### src/sv/vsd_pkg.sv
// ----------------------------------------------------------------------------
// vsd_pkg
// Types, register codes and width tables for the septet varint decoder.
// ----------------------------------------------------------------------------
`default_nettype none

package vsd_pkg;

  localparam int CFG_ADDR_W = 2;
  localparam int CFG_DATA_W = 6;
  localparam int VALUE_W    = 64;

  localparam logic [3:0] COUNT_LIMIT = 4'd11;
  localparam logic [3:0] MERGE_LIMIT = 4'd10;

  typedef enum logic [CFG_ADDR_W-1:0] {
    REG_WIDTH_MODE = 2'd0,
    REG_POST_MODE  = 2'd1,
    REG_SEQ_BITS   = 2'd2,
    REG_SEQ_SHIFT  = 2'd3
  } cfg_reg_t;

  typedef enum logic [1:0] {
    WIDTH_8  = 2'd0,
    WIDTH_16 = 2'd1,
    WIDTH_32 = 2'd2,
    WIDTH_64 = 2'd3
  } width_t;

  typedef enum logic [1:0] {
    POST_NONE = 2'd0,
    POST_SEQ  = 2'd1,
    POST_ID   = 2'd2
  } post_t;

  typedef enum logic [1:0] {
    STATUS_OK       = 2'd0,
    STATUS_SHORT    = 2'd1,
    STATUS_OVERFLOW = 2'd2
  } status_t;

  function automatic logic [VALUE_W-1:0] width_mask(input width_t w);
    logic [VALUE_W-1:0] m;
    case (w)
      WIDTH_8:  m = {{56{1'b0}}, {8{1'b1}}};
      WIDTH_16: m = {{48{1'b0}}, {16{1'b1}}};
      WIDTH_32: m = {{32{1'b0}}, {32{1'b1}}};
      default:  m = {VALUE_W{1'b1}};
    endcase
    return m;
  endfunction

  // Number of bytes that can encode a W-bit value: ceil(W/7).
  function automatic logic [3:0] max_bytes(input width_t w);
    logic [3:0] n;
    case (w)
      WIDTH_8:  n = 4'd2;
      WIDTH_16: n = 4'd3;
      WIDTH_32: n = 4'd5;
      default:  n = 4'd10;
    endcase
    return n;
  endfunction

  // Bits the last allowed byte may carry: W mod 7.
  function automatic logic [2:0] extra_bits(input width_t w);
    logic [2:0] e;
    case (w)
      WIDTH_8:  e = 3'd1;
      WIDTH_16: e = 3'd2;
      WIDTH_32: e = 3'd4;
      default:  e = 3'd1;
    endcase
    return e;
  endfunction

endpackage

`default_nettype wire

### src/sv/varint_septet_decoder_unit.sv
// ----------------------------------------------------------------------------
// varint_septet_decoder_unit
// Streaming decoder for little-endian 7-bit-group unsigned varints.
// ----------------------------------------------------------------------------
// The block takes one request per cycle while input ready is high: a data
// byte or an end-of-buffer marker. Each data byte is merged into the
// accumulator in the cycle it is accepted; a terminating byte or an
// end-of-buffer marker writes its result into a registered two-entry output
// buffer, so the sustained rate is one byte per clock. Input ready drops only
// when both output entries are full. Configuration writes take effect on the
// next request and must be made while the block is idle.
`default_nettype none

module varint_septet_decoder_unit (
  input  wire  logic                          clk,
  input  wire  logic                          rst_n,
  // Input stream.
  input  wire  logic                          in_tvalid,
  output       logic                          in_tready,
  input  wire  logic [7:0]                    in_tdata,   // [7:0] byte_in
  input  wire  logic                          in_tuser,   // [0] kind
  // Result stream.
  output       logic                          out_tvalid,
  input  wire  logic                          out_tready,
  output       logic [vsd_pkg::VALUE_W-1:0]   out_tdata,  // [63:0] value
  output       logic [1:0]                    out_tuser,  // [1:0] status
  // Configuration write port.
  input  wire  logic                          cfg_we,
  input  wire  logic [vsd_pkg::CFG_ADDR_W-1:0] cfg_addr,
  input  wire  logic [vsd_pkg::CFG_DATA_W-1:0] cfg_wdata
);

  localparam int W = vsd_pkg::VALUE_W;

  // Configuration registers.
  vsd_pkg::width_t width_mode_r;
  vsd_pkg::post_t  post_mode_r;
  logic [5:0]      seq_bits_r;
  logic [5:0]      seq_shift_r;

  // Decoder state.
  logic [W-1:0] acc_r, acc_nxt;
  logic [3:0]   count_r, count_nxt;

  // Output buffer: head entry and skid entry.
  logic              out_valid_r, out_valid_nxt;
  logic [W-1:0]      out_value_r, out_value_nxt;
  vsd_pkg::status_t  out_status_r, out_status_nxt;
  logic              skid_valid_r, skid_valid_nxt;
  logic [W-1:0]      skid_value_r, skid_value_nxt;
  vsd_pkg::status_t  skid_status_r, skid_status_nxt;

  // Datapath signals.
  logic              in_accept;
  logic              pop;
  logic [6:0]        septet;
  logic [6:0]        shift_prod;
  logic [W-1:0]      merged;
  logic [4:0]        nbytes;
  logic [4:0]        limit;
  logic [2:0]        extra;
  logic              width_ovf;
  logic [W-1:0]      mask;
  logic [W-1:0]      val;
  logic [W-1:0]      high_bits;
  logic              has_result;
  logic [W-1:0]      res_value;
  vsd_pkg::status_t  res_status;

  assign in_tready  = !skid_valid_r;
  assign in_accept  = in_tvalid && in_tready;
  assign pop        = out_valid_r && out_tready;
  assign out_tvalid = out_valid_r;
  assign out_tdata  = out_value_r;
  assign out_tuser  = out_status_r;

  always_ff @(posedge clk) begin
    if (!rst_n) begin
      width_mode_r <= vsd_pkg::WIDTH_32;
      post_mode_r  <= vsd_pkg::POST_NONE;
      seq_bits_r   <= 6'd28;
      seq_shift_r  <= 6'd0;
    end else if (cfg_we) begin
      case (vsd_pkg::cfg_reg_t'(cfg_addr))
        vsd_pkg::REG_WIDTH_MODE: width_mode_r <= vsd_pkg::width_t'(cfg_wdata[1:0]);
        vsd_pkg::REG_POST_MODE:  post_mode_r  <= vsd_pkg::post_t'(cfg_wdata[1:0]);
        vsd_pkg::REG_SEQ_BITS:   seq_bits_r   <= cfg_wdata;
        vsd_pkg::REG_SEQ_SHIFT:  seq_shift_r  <= cfg_wdata;
        default: begin
        end
      endcase
    end
  end

  always_comb begin
    septet     = in_tdata[6:0];
    shift_prod = {3'b000, count_r} * 7'd7;
    // Groups past the tenth byte fall beyond bit 63 and are dropped.
    merged     = acc_r;
    if (count_r < vsd_pkg::MERGE_LIMIT) begin
      merged = acc_r | ({{(W-7){1'b0}}, septet} << shift_prod[5:0]);
    end

    nbytes = {1'b0, count_r} + 5'd1;
    limit  = {1'b0, vsd_pkg::max_bytes(width_mode_r)};
    extra  = vsd_pkg::extra_bits(width_mode_r);
    if (nbytes < limit) begin
      width_ovf = 1'b0;
    end else if (nbytes == limit) begin
      width_ovf = (extra != 3'd0) && ((septet >> extra) != 7'd0);
    end else begin
      width_ovf = 1'b1;
    end

    mask      = vsd_pkg::width_mask(width_mode_r);
    val       = merged & mask;
    high_bits = {W{1'b1}} << seq_bits_r;

    res_value  = val;
    res_status = width_ovf ? vsd_pkg::STATUS_OVERFLOW : vsd_pkg::STATUS_OK;
    if (!width_ovf) begin
      case (post_mode_r)
        vsd_pkg::POST_SEQ: begin
          if ((val & high_bits) != '0) begin
            res_status = vsd_pkg::STATUS_OVERFLOW;
          end else begin
            res_value = (val << seq_shift_r) & mask;
          end
        end
        vsd_pkg::POST_ID: res_value = val >> 1;
        default: begin
        end
      endcase
    end

    acc_nxt    = acc_r;
    count_nxt  = count_r;
    has_result = 1'b0;
    if (in_accept) begin
      if (in_tuser) begin
        acc_nxt    = '0;
        count_nxt  = '0;
        has_result = 1'b1;
        res_value  = '0;
        res_status = vsd_pkg::STATUS_SHORT;
      end else if (in_tdata[7]) begin
        acc_nxt = merged;
        if (count_r < vsd_pkg::COUNT_LIMIT) begin
          count_nxt = count_r + 4'd1;
        end
      end else begin
        acc_nxt    = '0;
        count_nxt  = '0;
        has_result = 1'b1;
      end
    end
  end

  // A new result goes to the head entry unless the head is occupied and not
  // leaving this cycle; then it parks in the skid entry.
  always_comb begin
    out_valid_nxt   = out_valid_r;
    out_value_nxt   = out_value_r;
    out_status_nxt  = out_status_r;
    skid_valid_nxt  = skid_valid_r;
    skid_value_nxt  = skid_value_r;
    skid_status_nxt = skid_status_r;
    if (skid_valid_r) begin
      if (pop) begin
        out_value_nxt  = skid_value_r;
        out_status_nxt = skid_status_r;
        skid_valid_nxt = 1'b0;
      end
    end else if (has_result) begin
      if (out_valid_r && !pop) begin
        skid_valid_nxt  = 1'b1;
        skid_value_nxt  = res_value;
        skid_status_nxt = res_status;
      end else begin
        out_valid_nxt  = 1'b1;
        out_value_nxt  = res_value;
        out_status_nxt = res_status;
      end
    end else if (pop) begin
      out_valid_nxt = 1'b0;
    end
  end

  always_ff @(posedge clk) begin
    if (!rst_n) begin
      acc_r        <= '0;
      count_r      <= '0;
      out_valid_r  <= 1'b0;
      skid_valid_r <= 1'b0;
    end else begin
      acc_r        <= acc_nxt;
      count_r      <= count_nxt;
      out_valid_r  <= out_valid_nxt;
      skid_valid_r <= skid_valid_nxt;
    end
  end

  always_ff @(posedge clk) begin
    out_value_r   <= out_value_nxt;
    out_status_r  <= out_status_nxt;
    skid_value_r  <= skid_value_nxt;
    skid_status_r <= skid_status_nxt;
  end

endmodule

`default_nettype wire

### config.mk
export PLATFORM = sky130hd
export DESIGN_NAME = varint_septet_decoder_unit
export DESIGN_NICKNAME = d
export VERILOG_FILES = /design/src/sv/vsd_pkg.sv /design/src/sv/varint_septet_decoder_unit.sv
export SDC_FILE = /design/constraint.sdc
export NUM_CORES = 1
export LEC_CHECK = 0
export BUFFER_PORTS_ARGS = -buffer_cell sky130_fd_sc_hd__buf_2
export CELL_PAD_IN_SITES_DETAIL_PLACEMENT = 1
export CELL_PAD_IN_SITES_GLOBAL_PLACEMENT = 1
export CORE_MARGIN = 3
export CORE_UTILIZATION = 42
export CTS_BUF_LIST = sky130_fd_sc_hd__clkbuf_4
export CTS_CLUSTER_SIZE = 25
export DETAILED_ROUTE_END_ITERATION = 16
export HOLD_SLACK_MARGIN = 0.12
export PLACE_DENSITY = 0.79
export RECOVER_POWER = 50
export SYNTH_ARGS = -nofsm -noshare
export SYNTH_HDL_FRONTEND = slang
export SYNTH_SLANG_ARGS = --single-unit
### constraint.sdc
create_clock -name clk -period 8.6 [get_ports clk]
set_input_delay 0.86 -clock clk [delete_from_list [all_inputs] [get_ports clk]]
set_output_delay 0.86 -clock clk [all_outputs]
set_load 0.02 [all_outputs]
Yosys cells after proc, flatten, opt, wreduce, memory -nomap -nowiden. Index checks and enable logic that the tools add are counted.

Bits in registers: 218. Word-level logic and storage cells: 100.

Reduce and logical (&&, ||, !) cells: 21. Equality and inequality tests: 12. Shift-type cells: 4. Order comparisons: 3. Bitwise operators: 5. Multiply operators: 1. Add/subtract/negate cells: 2. Muxes and demuxes: 40.

Operators with widths (count): 64-bit two-way mux (11); 64-bit bitwise AND (3); 64-bit case mux with 3 select lines (1); 64-bit case mux with 2 select lines (1); 64-bit OR (1); 64-bit nonzero test (1); 64-bit by 6-bit left shift with 64-bit output (1); 64-bit by 6-bit left shift with 64-bit output (first input constant) (1); 7-bit by 6-bit left shift with 64-bit output (1); 2-bit two-way mux (10); 1-bit two-way mux (12); 4-bit two-way mux (3); 4-bit case mux with 3 select lines (1); 2-bit AND reduction (5); 3-bit AND reduction (3); 2-bit equality test (second input constant) (4); 4-bit less-than comparator (second input constant) (2); 7-bit nonzero test (1); 7-bit by 3-bit >> shifter with 7-bit output (1); 2-bit by 1-bit equality test with 1-bit output (second input constant) (3); 4-bit by 3-bit multiplier with 6-bit output (second input constant) (1); 3-bit case mux with 2 select lines (1); 4-bit by 1-bit adder with 5-bit output (second input constant) (1); 5-bit by 4-bit equality test with 1-bit output (1); other kinds (11) (18).

Logic depth before layout (Yosys ltp).
Depth in word-level cells: 16. Depth in mapped cells: 24. Gate-level depth less buffers: 18.

Worst setup path after synthesis. No wires, ideal clock.

Path type: register to register. From: reg count_r[0]. To: reg out_value_r[49] (netlist: out_tdata[49]), data pin. Path slack: 3344 ps. Arrival: 5000 ps. Cell stages (with the launch flop): 24. Setup time: 256 ps. Period minus slack after synthesis: 5256 ps. Buffers on the path: 5. Cells stage by stage: dfxtp_1 > buf_2 > inv_1 > fa_1 > inv_1 > ha_1 > inv_1 > fa_1 > buf_2 > clkbuf_1 > nor3b_1 > a22oi_1 > o21ai_1 > buf_2 > a21oi_2 > inv_1 > a221oi_1 > nand4_1 > o41ai_4 > a41oi_2 > and2_1 > buf_6 > a211o_1 > a22o_1.

Word-level cells in the longest chain between the ends: 15.

Ends and longest elaborated chain: start: declaration (RTL line varint_septet_decoder_unit.sv:43) `logic [3:0] count_r, count_nxt;`; start signal: assignment (RTL line varint_septet_decoder_unit.sv:197) `count_r <= count_nxt;`; 4-bit by 3-bit multiplier with 6-bit output (RTL line varint_septet_decoder_unit.sv:97) `shift_prod = {3'b000, count_r} * 7'd7;`; 7-bit by 6-bit left shift with 64-bit output (RTL line varint_septet_decoder_unit.sv:101) `merged = acc_r | ({{(W-7){1'b0}}, septet} << shift_prod[5:0]);`; 64-bit OR (RTL line varint_septet_decoder_unit.sv:101); 64-bit two-way mux (RTL line varint_septet_decoder_unit.sv:100) `if (count_r < vsd_pkg::MERGE_LIMIT) begin`; 64-bit bitwise AND (RTL line varint_septet_decoder_unit.sv:116) `val = merged & mask;`; 64-bit by 6-bit left shift with 64-bit output / 64-bit bitwise AND (equally long branches) (RTL line varint_septet_decoder_unit.sv:127, varint_septet_decoder_unit.sv:124); 64-bit bitwise AND / 64-bit nonzero test (equally long branches) (RTL line varint_septet_decoder_unit.sv:127, varint_septet_decoder_unit.sv:124); 64-bit two-way mux (RTL line varint_septet_decoder_unit.sv:124) `if ((val & high_bits) != '0) begin`; 64-bit case mux with 2 select lines (RTL line varint_septet_decoder_unit.sv:122) `case (post_mode_r)`; 64-bit two-way mux * (RTL line varint_septet_decoder_unit.sv:121) `if (!width_ovf) begin`; 64-bit two-way mux (RTL line varint_septet_decoder_unit.sv:140) `if (in_tuser) begin`; 64-bit two-way mux * (RTL line varint_septet_decoder_unit.sv:139) `if (in_accept) begin`; 64-bit two-way mux * (RTL line varint_septet_decoder_unit.sv:175) `if (out_valid_r && !pop) begin`; 64-bit two-way mux * (RTL line varint_septet_decoder_unit.sv:174) `end else if (has_result) begin`; 64-bit two-way mux * (RTL line varint_septet_decoder_unit.sv:168) `if (skid_valid_r) begin`; net out_value_nxt[49] (RTL line varint_septet_decoder_unit.sv:47) `logic [W-1:0] out_value_r, out_value_nxt;`; end signal: assignment (RTL line varint_septet_decoder_unit.sv:204) `out_value_r <= out_value_nxt;`; end: declaration (RTL line varint_septet_decoder_unit.sv:47).

Mark *: on every way through the listed nets, which the timed path passes. The rest lies on a longest branch. The select of a mux whose other input is x is not followed. A chain may end at the register's enable or synchronous reset.

Worst setup path after layout.
From: reg count_r[0]. To: reg out_value_r[27] (netlist: out_tdata[27]), data pin.

Same word-level chain as after synthesis.

==> key figures <==
Global routing
  • All-Layer GR Usage: 0.437
  • Met3 GRT Util: 0.113
  • Initial antenna violation count: 6
  • Total gr overflow: 0
  • Met2 Usage GRT: 0.680
  • Largest net degree at the start of global routing: 67
  • Met1 Use GR: 0.534
  • Most Used Layer, Global Route: met2
  • First-pass GRT wire length: about 140000 um
  • Vias in the first global route: 20500

Floorplan
  • Die Ht: 213 um
  • Die width: 213 um
  • Die footprint: around 45000 um^2
  • Io pins: 90
  • Initial cell density of the core: 0.427
  • Site Rows: 75
  • Core ar.: 42000 um^2

Worst setup path
  • Setup crit end kind: flop
  • CP cell instances: buf_4 > inv_1 > fa_1 > inv_1 > ha_1 > inv_1 > fa_1 > clkinv_1 > o31a_1 > a21oi_1 > nand3_1 > o31ai_1 > a31oi_1 > nor4_4 > nand3_2 > nor3_2 > a221oi_1 > o21ai_1
  • CP Buf/Inv Count: 5
  • Worst path slowest cell: fa_1
  • Type of origin of the critical path: flop
  • Critical path arrival: ~8500 ps
  • Worst path top cell family by delay: compound AO/OA/AOI/OAI gates
  • Setup CP Type: flop to flop
  • CP required: just over 9000 ps
  • Max FO, Critical Path: 26
  • Cell mode on critical path: inv_1
  • Slowest Stage Delay on Critical Path: ~1000 ps
  • Worst R2R End: out_tdata[27]$_DFFE_PP_
  • Reg2Reg Depth: 18
  • Worst reg2reg setup slack: 740 ps
  • Worst R2R Start: count_r[0]$_SDFFE_PN0P_

Logic synthesis
  • YS warnings: 0
  • Ys flop type: edfxtp_1
  • Most frequent cell after synthesis: nor2_1
  • Yosys reg bits: 218
  • Largest area contributor in the netlist: edfxtp_1
  • Most instantiated cells after synthesis: nor2_1, nand2_1, a21oi_1, edfxtp_1, clkbuf_1
  • Ranking of synthesized cells by area: edfxtp_1, dfxtp_1, a21oi_1
  • Seq/Total Area, Yosys: 0.317
  • Synthesized area: ~18000 um^2
  • Asr flop ratio synth: 0
  • Area share of the largest cell type after synthesis: 0.221
  • Mapped Avg Cell Area: around 8.2 um^2
  • Distinct cells, synth: between 100 and 150
  • Synthesized instance count: 2191
  • Number of synthesized flops with an enable pin: about 130
  • Syn Nets: about 2200

STA
  • Clock skew: ~74 ps
  • Final setup viols: 0
  • Fin crit share: 0.914
  • Fmax: approximately 130 MHz
  • Setup_tns: 0 ps
  • Endpoints failing hold: 0
  • Slew Viols, Final: just over 500
  • Fin crit period: ~7900 ps
  • Worst Tran Pin Value: a little over 4000 ps
  • Max_slew headroom: -1.69
  • RSZ-0062 raised after global routing: no

Clocking
  • # Post-CTS Setup Buffers: 0
  • # hold bufs at CTS: 0
  • Clk Latency, worst-skew pair: 860 ps
  • H-Tree Depth: 2
  • CTS buffer count: 60
  • CTS resizes: 0
  • Max Root-Sink Buffers: 3
  • CTS tree: yes
  • Clock transition at path regs: approximately 70 ps
  • Root buffer cell: clkbuf_4
  • CTS sink count: 218

Status
  • Failing checks: capacitance limit, slew limit
  • Outcome: complete, but fails checks

Detailed routing
  • Detailed-route wire length: between 100000 and 150000 um
  • Remaining antenna violation count: 0
  • WL/cell: between 30 and 40 um
  • Via density: between 7 and 8
  • DRT iter0 DRCs: between 2000 and 3000
  • DRT Pass-1 Iters: 5
  • Via Count: around 21000
  • DRC: 0

Min path
  • Worst min-delay path category: input pin to flop
  • Min-Delay Endpoint: seq_bits_r[4]$_SDFFE_PN1P_
  • HP Start: cfg_wdata[4]
  • Hold path cells: 3

Placed design
  • Placer Congestion: roughly 1.1
  • # port buffers: 89
  • HPWL after DPL: 75800 um

Finish
  • Final nets: ~2300
  • Synthesis-to-finish area growth: 9.39%
  • Share of layout cells above drive strength 1: 0.134
  • Final core utilization: 0.467

Pwr
  • P_leak: 6.76 nW
  • Peak VDD IR: 0.119 mV
  • Power per cell area: roughly 150 nW/um^2

Run
  • Max-cap violations: 10
-- power breakdown --
group	switching, W	internal [W]	leakage (nW)
logic	0.000422	0.000143	4.37
registers	0.0000211	0.00115	1.88
clock network	0.000521	0.000617	0.512
-- kinds of logic (layout without fill, tap and decap cells) --
group / after synthesis / in the layout / share of synthesized area
fa+ha+maj: 22 / 22 / 0.0170
xor+xnor: 4 / 4 / 0.00195
compound gates: 823 / 823 / 0.319
buf+inv: 224 / 309 / 0.0508
simple gates: 766 / 766 / 0.194
other cells: 0 / 2 / 0
mux: 134 / 134 / 0.0994
flops: 218 / 218 / 0.317
-- area by class of cell --
| cell class | count | area (um^2) |
|---|---|---|
| clock buffer | 72 | 541 |
| antenna | 2 | 5.00 |
| clock inverter | 41 | 357 |
| inverter | 41 | 154 |
| multi-input combinational | 1749 | 11400 |
| timing repair buffer | 155 | 815 |
| fill | 5147 | 22400 |
| sequential | 218 | 5690 |
| tap | 539 | 674 |
-- tightest hold or removal path, delay by kind of cell --
kind | cells | cell delay [ps]
buffers and inverters | 1 | 90
AO/OA/AOI/OAI | 1 | 70
AND/OR/NAND/NOR | 1 | 40
-- worst max path at each step --
stage | from | endpoint | slack, ps | cells after the start
after detailed placement | count_r[0]$_SDFFE_PN0P_ | out_tdata[28]$_DFFE_PP_ | 1110 | 18
after floorplan | count_r[0]$_SDFFE_PN0P_ | out_tdata[49]$_DFFE_PP_ | 3340 | 23
after CTS | count_r[0]$_SDFFE_PN0P_ | out_tdata[28]$_DFFE_PP_ | 1010 | 18
after global routing | count_r[0]$_SDFFE_PN0P_ | out_tdata[28]$_DFFE_PP_ | 420 | 18
final | count_r[0]$_SDFFE_PN0P_ | out_tdata[27]$_DFFE_PP_ | 740 | 18
after global placement | count_r[0]$_SDFFE_PN0P_ | out_tdata[28]$_DFFE_PP_ | 1060 | 18
-- layout by cell type (no fill, tap or decap), types with 12 or more instances in the layout --
cell type / n
a2bb2oi_1: 12
o21ai_0: 116
dfxtp_1: 82
o21a_1: 12
inv_1: 34
nor3_1: 39
a211o_1: 16
edfxtp_1: 132
clkbuf_4: 72
a211oi_1: 36
clkinv_1: 26
nand4_1: 13
a221oi_1: 30
a21oi_1: 211
o211ai_1: 20
o21ai_1: 17
buf_4: 55
nor2_1: 259
nor4_1: 15
a21o_1: 21
ha_1: 17
a22oi_1: 36
buf_2: 21
nand3_1: 50
nor2b_1: 25
o22ai_1: 41
and3_1: 16
and2_1: 21
nand2b_1: 14
a32oi_1: 24
mux2_2: 30
o221ai_1: 33
o31ai_1: 13
clkbuf_1: 79
nand2_1: 253
a31oi_1: 30
a22o_1: 21
mux4_2: 32
mux2i_1: 69
-- layer usage --
metal | wire [um] | vias up
met5 | 0 | -
met1 | 37200 | 10100
met4 | 8280 | 0
met2 | 44200 | 1546
met3 | 11000 | 421
li1 | - | 8525
-- flip-flops by register name, indices dropped and copies added (netlist names) --
name and flops:
skid_value_r 64, seq_bits_r 6, skid_status_r 2, out_tuser 2, out_tdata 64, count_r 4, post_mode_r 2, seq_shift_r 6
acc_r 64, out_tvalid 1, skid_valid_r 1, width_mode_r 2
-- through the flow --
stage / worst slack [ps] / hold slack [ps] / cells / power [W] / area (um^2)
2_1_floorplan: 3340 / 438 / 2191 / 0.00152 / 17900
3_3_place_gp: 1060 / 448 / 2702 / 0.00173 / 18900
3_5_place_dp: 1110 / 456 / 2702 / 0.00174 / 18900
4_1_cts: 1010 / 216 / 2815 / 0.00287 / 19800
5_1_grt: 422 / 271 / 2817 / 0.00296 / 19600
6_report: 736 / 259 / 2817 / 0.00288 / 19600
No activity file was read; power rests on OpenSTA's default activity.
